File: src/sv/lgst_pkg.sv
// ----------------------------------------------------------------------------
// lgst_pkg
// Shared types and constants for the two-gate speed timer.
// ----------------------------------------------------------------------------
`default_nettype none

package lgst_pkg;

  localparam int unsigned DIST_BITS   = 20;
  localparam int unsigned WHOLE_BITS  = 17;
  localparam int unsigned TENTH_BITS  = 4;
  localparam int unsigned SHOWN_BITS  = 16;

  localparam logic [DIST_BITS-1:0] DIST_RESET = 20'd101600;

  // floor(x / 10) == (x * RECIP_TEN) >> RECIP_SHIFT for every x below 2^22
  localparam logic [DIST_BITS-1:0] RECIP_TEN   = 20'd838861;
  localparam int unsigned          RECIP_SHIFT = 23;
  localparam logic [3:0]           TENTH_DIV   = 4'd10;

  localparam logic CMD_TICK = 1'b0;
  localparam logic CMD_GATE = 1'b1;

  localparam logic GATE_BLOCKED = 1'b0;

  typedef struct packed {
    logic cmd;
    logic gate_one_level;
    logic gate_two_level;
  } in_word_t;

  typedef struct packed {
    logic                  timing_active;
    logic                  measure_done;
    logic                  divide_error;
    logic [SHOWN_BITS-1:0] elapsed_ms;
    logic [DIST_BITS-1:0]  speed_raw;
    logic [WHOLE_BITS-1:0] speed_whole;
    logic [TENTH_BITS-1:0] speed_tenth;
  } out_word_t;

endpackage

`default_nettype wire

File: src/sv/light_gate_speed_timer_core.sv
// ----------------------------------------------------------------------------
// light_gate_speed_timer_core
// Two-gate speed trap: millisecond timing between gates and speed readout.
// ----------------------------------------------------------------------------
// Each input word is a millisecond tick or a gate change carrying both gate
// levels (0 = blocked); every input word yields exactly one output word. Gate
// one blocked while idle starts a measurement with a cleared count, ticks
// advance the count (saturating), and gate two blocked while timing ends it.
// The speed in tenths is distance / count, also split into whole
// units and tenths; a zero count flags divide_error and reports zero speed.
// A tick or a gate change that ends no measurement goes from accept straight
// to the write step and the output register; a word that ends a measurement
// with a nonzero count is accepted and starts the bit-serial divider (one
// quotient bit per cycle); the quotient is then captured, split by the
// divide-by-ten multiply and loaded into the output register. One word is in
// work at a time; in_stall is high until the result has moved into the
// output register, which holds it while out_stall is high. cfg_ready is
// always high; write the distance register only while the block is idle.
// ----------------------------------------------------------------------------
`default_nettype none

module light_gate_speed_timer_core
  import lgst_pkg::*;
#(
  parameter int unsigned COUNT_BITS = 16
) (
  input  wire logic                 clk,
  input  wire logic                 rst,
  // input words
  input  wire logic                 in_valid,
  output      logic                 in_stall,
  input  wire in_word_t             in_word,
  // output words
  output      logic                 out_valid,
  input  wire logic                 out_stall,
  output      out_word_t            out_word,
  // distance register write
  input  wire logic                 cfg_valid,
  output      logic                 cfg_ready,
  input  wire logic [DIST_BITS-1:0] cfg_data
);

  localparam int unsigned WIDE_BITS = (COUNT_BITS > SHOWN_BITS) ? COUNT_BITS : SHOWN_BITS;
  localparam int unsigned PROD_BITS = 2 * DIST_BITS;

  typedef enum logic [3:0] {
    S_IDLE   = 4'b0001,
    S_DIVIDE = 4'b0010,
    S_SCALE  = 4'b0100,
    S_WRITE  = 4'b1000
  } state_t;

  state_t state, state_next;

  // Architectural state
  logic                  running;
  logic [COUNT_BITS-1:0] ms_count;
  logic [DIST_BITS-1:0]  distance;

  // Result under construction
  logic                  res_done;
  logic                  res_err;
  logic [SHOWN_BITS-1:0] res_shown;
  logic [DIST_BITS-1:0]  speed;
  logic [WHOLE_BITS-1:0] whole;

  // Next values on accept
  logic                  in_accept;
  logic                  running_next;
  logic [COUNT_BITS-1:0] count_next;
  logic                  done_next;
  logic                  err_next;
  logic [WIDE_BITS-1:0]  count_wide;
  logic [SHOWN_BITS-1:0] shown_next;

  // Divider link
  logic                  div_start;
  logic                  div_done;
  logic [DIST_BITS-1:0]  div_quo;

  logic [PROD_BITS-1:0]  recip_prod;
  logic [DIST_BITS-1:0]  whole_x10;
  logic [DIST_BITS-1:0]  tenth_full;
  logic                  out_load;

  assign cfg_ready = 1'b1;
  assign in_stall  = (state != S_IDLE);
  assign in_accept = in_valid & ~in_stall;

  // Apply one event to the run flag and the count: start, then stop checks
  // run on the same gate change.
  always_comb begin
    running_next = running;
    count_next   = ms_count;
    done_next    = 1'b0;
    err_next     = 1'b0;
    if (in_word.cmd == CMD_TICK) begin
      if (running && (ms_count != '1)) begin
        count_next = ms_count + COUNT_BITS'(1);
      end
    end else begin
      if ((in_word.gate_one_level == GATE_BLOCKED) && !running) begin
        running_next = 1'b1;
        count_next   = '0;
      end
      if ((in_word.gate_two_level == GATE_BLOCKED) && running_next) begin
        running_next = 1'b0;
        done_next    = 1'b1;
        err_next     = (count_next == '0);
      end
    end
    // Saturate the shown count to its 16-bit field
    count_wide = WIDE_BITS'(count_next);
    shown_next = (count_wide > WIDE_BITS'(17'h0FFFF)) ? 16'hFFFF : count_wide[SHOWN_BITS-1:0];
  end

  // Divide only when a measurement ends with a nonzero count
  assign div_start = in_accept & done_next & ~err_next;

  // The final count sits in ms_count for the whole divide, since no new word
  // is accepted until the result is written out.
  lgst_divider #(
    .COUNT_BITS (COUNT_BITS)
  ) u_divider (
    .clk      (clk),
    .rst      (rst),
    .start    (div_start),
    .dividend (distance),
    .divisor  (ms_count),
    .done     (div_done),
    .quotient (div_quo)
  );

  // Divide by ten through the reciprocal; remainder from the registered whole
  assign recip_prod = PROD_BITS'(speed) * PROD_BITS'(RECIP_TEN);
  assign whole_x10  = DIST_BITS'(whole) * DIST_BITS'(TENTH_DIV);
  assign tenth_full = speed - whole_x10;

  assign out_load = (state == S_WRITE) && (!out_valid || !out_stall);

  // Sequencer
  always_comb begin
    state_next = state;
    unique case (state)
      S_IDLE: begin
        if (in_accept) begin
          state_next = div_start ? S_DIVIDE : S_WRITE;
        end
      end
      S_DIVIDE: begin
        if (div_done) begin
          state_next = S_SCALE;
        end
      end
      S_SCALE: begin
        state_next = S_WRITE;
      end
      S_WRITE: begin
        if (out_load) begin
          state_next = S_IDLE;
        end
      end
      default: begin
        state_next = S_IDLE;
      end
    endcase
  end

  always_ff @(posedge clk) begin
    if (rst) begin
      state     <= S_IDLE;
      running   <= 1'b0;
      ms_count  <= '0;
      distance  <= DIST_RESET;
      out_valid <= 1'b0;
    end else begin
      state <= state_next;
      if (cfg_valid && cfg_ready) begin
        distance <= cfg_data;
      end
      if (in_accept) begin
        running  <= running_next;
        ms_count <= count_next;
      end
      // Hold the output word until taken, refill it from the write step
      if (out_load) begin
        out_valid <= 1'b1;
      end else if (!out_stall) begin
        out_valid <= 1'b0;
      end
    end
  end

  // Result payload
  always_ff @(posedge clk) begin
    if (in_accept) begin
      res_done  <= done_next;
      res_err   <= err_next;
      res_shown <= shown_next;
      speed     <= '0;
      whole     <= '0;
    end
    if (state == S_DIVIDE && div_done) begin
      speed <= div_quo;
    end
    if (state == S_SCALE) begin
      whole <= recip_prod[RECIP_SHIFT +: WHOLE_BITS];
    end
    if (out_load) begin
      out_word.timing_active <= running;
      out_word.measure_done  <= res_done;
      out_word.divide_error  <= res_err;
      out_word.elapsed_ms    <= res_shown;
      out_word.speed_raw     <= speed;
      out_word.speed_whole   <= whole;
      out_word.speed_tenth   <= tenth_full[TENTH_BITS-1:0];
    end
  end

  // --------------------------------------------------------------------------
  // Assertions
  // --------------------------------------------------------------------------

  // An error word always closes a measurement and carries zero speed
  a_err_is_done: assert property (@(posedge clk) disable iff (rst)
    out_valid && out_word.divide_error |->
      out_word.measure_done && (out_word.speed_raw == '0))
    else $error("divide_error without measure_done or with nonzero speed");

  // A finished measurement leaves the timer stopped
  a_done_stops: assert property (@(posedge clk) disable iff (rst)
    out_valid && out_word.measure_done |-> !out_word.timing_active)
    else $error("measure_done while timing_active");

  // Whole and tenth recombine to the raw speed
  a_split_ok: assert property (@(posedge clk) disable iff (rst)
    out_valid |-> (out_word.speed_tenth < TENTH_DIV) &&
      (DIST_BITS'(out_word.speed_whole) * DIST_BITS'(TENTH_DIV) +
       DIST_BITS'(out_word.speed_tenth) == out_word.speed_raw))
    else $error("speed split into whole and tenth is inconsistent");

  // The divider only finishes while the sequencer waits for it
  a_div_in_step: assert property (@(posedge clk) disable iff (rst)
    div_done |-> (state == S_DIVIDE))
    else $error("divider finished outside the divide step");

endmodule

`default_nettype wire

File: src/sv/lgst_divider.sv
// ----------------------------------------------------------------------------
// lgst_divider
// Restoring radix-2 divider, one quotient bit per cycle.
// ----------------------------------------------------------------------------
`default_nettype none

module lgst_divider
  import lgst_pkg::*;
#(
  parameter int unsigned COUNT_BITS = 16
) (
  input  wire logic                  clk,
  input  wire logic                  rst,
  input  wire logic                  start,
  input  wire logic [DIST_BITS-1:0]  dividend,
  input  wire logic [COUNT_BITS-1:0] divisor,
  output      logic                  done,
  output      logic [DIST_BITS-1:0]  quotient
);

  localparam int unsigned STEP_BITS = $clog2(DIST_BITS);

  logic                  busy;
  logic [STEP_BITS-1:0]  step;
  logic [COUNT_BITS-1:0] rem;
  logic [DIST_BITS-1:0]  quo;

  logic [COUNT_BITS:0]   rem_shift;
  logic [COUNT_BITS:0]   diff;
  logic                  q_bit;
  logic [COUNT_BITS-1:0] rem_next;

  // Shift in the next dividend bit, try the subtract, keep it when no borrow.
  always_comb begin
    rem_shift = {rem, quo[DIST_BITS-1]};
    diff      = rem_shift - {1'b0, divisor};
    q_bit     = ~diff[COUNT_BITS];
    rem_next  = q_bit ? diff[COUNT_BITS-1:0] : rem_shift[COUNT_BITS-1:0];
  end

  always_ff @(posedge clk) begin
    if (rst) begin
      busy <= 1'b0;
      done <= 1'b0;
      step <= '0;
    end else begin
      done <= 1'b0;
      if (start) begin
        busy <= 1'b1;
        step <= '0;
      end else if (busy) begin
        step <= step + STEP_BITS'(1);
        if (step == STEP_BITS'(DIST_BITS - 1)) begin
          busy <= 1'b0;
          done <= 1'b1;
        end
      end
    end
  end

  always_ff @(posedge clk) begin
    if (start) begin
      rem <= '0;
      quo <= dividend;
    end else if (busy) begin
      rem <= rem_next;
      quo <= {quo[DIST_BITS-2:0], q_bit};
    end
  end

  assign quotient = quo;

endmodule

`default_nettype wire

File: config.mk
export PLATFORM = sky130hd
export DESIGN_NAME = light_gate_speed_timer_core
export DESIGN_NICKNAME = d
export VERILOG_FILES = /design/src/sv/lgst_pkg.sv /design/src/sv/light_gate_speed_timer_core.sv /design/src/sv/lgst_divider.sv
export SDC_FILE = /design/constraint.sdc
export NUM_CORES = 1
export LEC_CHECK = 0
export ABC_AREA = 0
export ABC_CLOCK_PERIOD_IN_PS = 7600
export BUFFER_PORTS_ARGS = -buffer_cell sky130_fd_sc_hd__buf_2
export CORE_ASPECT_RATIO = 0.8
export CORE_MARGIN = 4
export CORE_UTILIZATION = 47
export DETAILED_ROUTE_END_ITERATION = 12
export MAX_ROUTING_LAYER = met4
export SLEW_MARGIN = 30
export SYNTH_ARGS = -nofsm -noshare
export SYNTH_HDL_FRONTEND = slang
export SYNTH_SLANG_ARGS = --single-unit
export TNS_END_PERCENT = 1
File: constraint.sdc
create_clock -name clk -period 7.6 [get_ports clk]
set_clock_uncertainty 0.2 [all_clocks]
set_input_delay 0.38 -clock clk [delete_from_list [all_inputs] [get_ports clk]]
set_output_delay 0.38 -clock clk [all_outputs]
set_load 0.01 [all_outputs]
Word-level counts from Yosys, hierarchy flattened
Cells that the tools add are included.
{"block": "totals", "in_bits": 28, "reg_bits": 200}
{"block": "classes", "reduce_logical": 17, "add_sub_neg": 4, "n_mux": 29, "n_eq_ne": 11, "magnitude_cmp": 1, "bitwise": 9, "n_mul": 2}
{"cell": "$mux 16", "count": 5}
{"cell": "$mux 20", "count": 4}
{"cell": "$mul 20x20->40 const B", "count": 1}
{"cell": "$mux 17", "count": 2}
{"cell": "$mul 17x3->3 const B", "count": 1}
{"cell": "$sub 17x16->17", "count": 1}
{"cell": "$add 16x1->16 const B", "count": 1}
{"cell": "$gt 16x16->1 const B", "count": 1}
{"cell": "$logic_not 16->1", "count": 1}
{"cell": "$mux 4", "count": 4}
{"cell": "$ne 16x16->1 const B", "count": 1}
{"cell": "$pmux 4 s4", "count": 1}
{"cell": "$mux 1", "count": 13}
{"cell": "$not 1->1", "count": 6}
{"cell": "$reduce_bool 2->1", "count": 3}
{"cell": "$add 5x1->5 const B", "count": 1}
{"cell": "$eq 5x5->1 const B", "count": 1}
{"cell": "$logic_and 1x1->1", "count": 5}
{"cell": "$eq 4x1->1 const B", "count": 1}
{"cell": "$eq 4x2->1 const B", "count": 1}
{"cell": "$eq 4x3->1 const B", "count": 1}
{"cell": "$eq 4x4->1 const B", "count": 1}
{"cell": "$ne 2x1->1 const B", "count": 2}
{"cell": "$ne 2x2->1 const B", "count": 2}
{"cell": "9 further kinds", "count": 13}

Logic depth before layout (Yosys ltp)
{"block": "depth", "depth_word": 12, "depth_mapped": 24, "depth_no_buf": 23}

By module
From an unflattened synthesis, not the netlist that was laid out.
{"block": "unflattened", "hier_cells": 1500, "hier_area_um2": 16251.8}
{"module": "light_gate_speed_timer_core", "instances": 1, "area_each_um2": 13375.3, "cells_each": 1205}
{"module": "lgst_divider", "instances": 1, "area_each_um2": 2876.5, "cells_each": 295}

Worst setup path before layout
Ideal clock, no wire load.
{"block": "synth_path", "path_type": "reg-to-reg", "start": "reg speed[4]", "end": "reg whole[13], data pin", "setup_time_ps": 267, "t_arrival_ps": 5847, "period_less_slack_ps": 6314, "n_path_buf": 0, "slack_ps": 1286, "path_stages_with_launch": 22, "cell_sequence": "edfxtp_1 -> ha_1 -> ha_1 -> inv_1 -> fa_1 -> inv_1 -> fa_1 -> fa_1 -> fa_1 -> inv_1 -> fa_1 -> inv_1 -> ha_1 -> nand3_1 -> nor3_1 -> o211ai_1 -> a21oi_1 -> nor3_1 -> or3b_2 -> o21ai_0 -> a221oi_1 -> mux2i_1"}
{"block": "synth_between", "elab_chain_cells": 2}
{"item": "start: declaration", "line": "light_gate_speed_timer_core.sv:64", "text": "logic [DIST_BITS-1:0] speed;"}
{"item": "start signal: assignment", "line": "light_gate_speed_timer_core.sv:204", "text": "speed <= div_quo;"}
{"item": "$mul 20x20->40", "line": "light_gate_speed_timer_core.sv:135", "text": "assign recip_prod = PROD_BITS'(speed) * PROD_BITS'(RECIP_TEN);"}
{"item": "$mux 17", "line": "light_gate_speed_timer_core.sv:206", "text": "if (state == S_SCALE) begin"}
{"item": "end signal: assignment", "line": "light_gate_speed_timer_core.sv:207", "text": "whole <= recip_prod[RECIP_SHIFT +: WHOLE_BITS];"}
{"item": "end: declaration", "line": "light_gate_speed_timer_core.sv:65", "text": "logic [WHOLE_BITS-1:0] whole;"}
Every way passes these cells.
A chain may end at the register's enable or synchronous reset.

Worst setup path in the final report
{"block": "layout_path", "start": "reg speed[3]", "end": "reg whole[13], data pin"}
The elaborated chain is that of the path after synthesis.

==> out/qor.csv <==
stage,metric,value,unit
placed_design,placed insts,1908,
timing,"Slew Viols, Final",0,
logic_synthesis,"Warnings, synthesis",0,
logic_synthesis,most frequent cell after synthesis,inv_1,
cells_and_area,FILL cells,2889,
logic_synthesis,synthesized area per cell,10.9,um^2
outcome,status,completed,
placed_design,DP HPWL,29.2,mm
detailed_routing,Total Wirelength,35.9,mm
logic_synthesis,Post-synth top cells,"inv_1 (242), ha_1 (223), edfxtp_1 (134), fa_1 (131), nor2_1 (93)",
clock_tree,postcts setup bufs,0,
timing,maximum clock frequency,0.142,GHz
cells_and_area,Area Overhead vs Synth,11.1,%
detailed_routing,DRC Markers,0,
timing,Final TNS setup,0,ns
logic_synthesis,top-area cell type share of the netlist area,25.9,%
detailed_routing,vias,10362,
run,max cap viols,0,
cells_and_area,Final Util,52.9,%
grt,first-pass GRT wire length,57.0,mm
clock_tree,CTS sink cnt,199,
logic_synthesis,"FF+latch count, synth",199,
clock_tree,clock transition at the registers of the reported paths,0.08,ns
clock_tree,CTS tree,yes,
logic_synthesis,top post-synthesis cells by area,"edfxtp_1 (26%), ha_1 (18%), fa_1 (17%), dfxtp_1 (8.4%), inv_1 (5.9%)",
detailed_routing,first drt pass iteration count,5,
clock_tree,Resize count post-CTS,0,
clock_tree,# hold bufs at CTS,22,
detailed_routing,Final ANT Viol Nets,0,
setup_path,Setup crit end kind,register,
clock_tree,Max clock buf depth,2,
logic_synthesis,Yosys top cell by area,edfxtp_1,
clock_tree,clk_lat worst skew,0.45,ns
grt,GRT Util Overall,21.0,%
cells_and_area,Final nets,1904,
cells_and_area,Register Area,5330,um^2
logic_synthesis,cell count after synthesis,1422,
clock_tree,Root Buffer,clkbuf_16,
placed_design,I/O Buffers,89,
grt,vias in the first global route,10239,
logic_synthesis,post-synthesis cell type count,60,
die,full die area,36000,um^2
logic_synthesis,ys async rst share,0,%
setup_path,CP max stage delay,0.59,ns
logic_synthesis,"Primary FF master, synth",edfxtp_1,
setup_path,Critical Path RT,7.59,ns
placed_design,GPL Wtd Cong,0.955,
timing,RSZ-0062 raised after global routing,no,
die,die height,171,um
timing,endpoints failing hold,0,
grt,largest net degree at the start of global routing,60,
timing,worst hold slack,0.0648,ns
die,top-level I/O count,91,
cells_and_area,share of cells above drive strength 1,10.7,%
clock_tree,cts bufs inserted,17,
cells_and_area,# diodes,0,
die,Initial Util,47.7,%
setup_path,Setup Crit Path Kind,reg -> reg,
setup_path,crit-path cells,ha_1 -> xor2_1 -> ha_1 -> or2_2 -> fa_1 -> fa_1 -> fa_1 -> fa_1 -> ha_1 -> ha_1 -> a21o_1 -> a221oi_1 -> o21ai_0 -> nor3_1 -> or3b_2 -> o21ai_0 -> a221oi_1 -> mux2i_1,
timing,Slew HR,44.4,%
logic_synthesis,Syn Nets,1804,
timing,worst slew pin tran,0.832,ns
logic_synthesis,Mapped Area,15500,um^2
die,core box area,32600,um^2
worst_hold_path,worst min-delay path class,in -> reg,
timing,final setup fails,0,
die,Site Rows,59,
detailed_routing,wire length per cell,18.3,um
setup_path,crit path DAT,7.04,ns
detailed_routing,Initial DRC Count,590,
setup_path,CP max-delay cell,edfxtp_1,
cells_and_area,Finished Layout Cells,1962,
clock_tree,H-tree Lvls,4,
cells_and_area,multi-input gate area in the final layout,9170,um^2
grt,initial antenna violation count,0,
setup_path,startpoint types,register,
timing,fin crit share,92.8,%
logic_synthesis,Post-synth EDFFs,134,
logic_synthesis,register area share after synthesis,34.3,%
grt,GRT Residual Overflow,0,
timing,fin crit period,7.05,ns
die,die width,211,um
detailed_routing,DR vias/cell,5.28,
setup_path,"critical path fanouts, max",9,
layout make-up:
type                            instances  area share (%)
Inverter                              242            5.27
Sequential cell                       199            30.9
Tap cell                              427            3.10
Clock buffer                           19            2.64
Clock inverter                         13           0.733
Multi-Input combinational cell        944            53.2
Timing Repair Buffer                  118            4.18
registers in the layout, indices dropped and copies added (netlist names), 5 cells and up:
name / cells
distance: 20
u_divider.rem: 16
u_divider.step: 5
res_shown: 16
ms_count: 16
speed: 20
u_divider.quotient: 20
whole: 17
out_word: 59
worst max-delay path: cells and delay by family, from the launching register on:
kind,cells,cell delay [ns]
flops,1,0.59
xor+xnor,1,0.20
simple gates,3,1.13
compound gates,5,1.18
mux,1,0.12
fa+ha+maj,8,3.36
logic make-up (layout without fill, tap and decap cells):
logic type	count (synthesis)	after routing	share of synthesized area [%]
compound gates	182	182	7.80
mux	51	51	3.49
other cells	1	1	0.0242
xor+xnor	53	53	2.99
fa+ha+maj	354	354	34.9
flops	199	199	34.3
simple gates	303	303	9.68
buf+inv	279	392	6.83
per-layer routing:
metal  track usage [%]  vias up  part of all wire (%)
met4              5.04        0                   1.7
met5                 -        -                     0
met2              29.4      245                    41
met3              4.34       40                   5.5
met1              31.5     5016                    52
li1                  -     5061                     -
worst paths after layout:
kind,to,slack (ns),depth (start not counted),startpoint
worst max-delay path,whole[13],0.55,18,speed[3]
worst min-delay path,out_valid,0.06,3,out_stall
worst max register to register,whole[13],0.55,18,speed[3]
worst min register to register,out_word[52],0.22,0,res_shown[11]
metrics by stage:
step,instance area [um^2],setup slack [ns]
after global placement,16400,0.606
after detailed placement,16400,0.454
final,17200,0.551
after floorplan,15500,1.29
after CTS,17200,0.436
after global routing,17200,0.184
layout by cell type (no fill, tap or decap), types with 30 or more instances in the layout:
cell        n
inv_1     242
nor2_1     93
o21ai_0    37
buf_2      88
edfxtp_1  134
ha_1      223
fa_1      131
a21oi_1    47
nand2_1    53
nand3_1    30
dfxtp_1    65
Power is not shown: default switching activity piles up to over one toggle a cycle in this logic, so the estimate is an artifact.
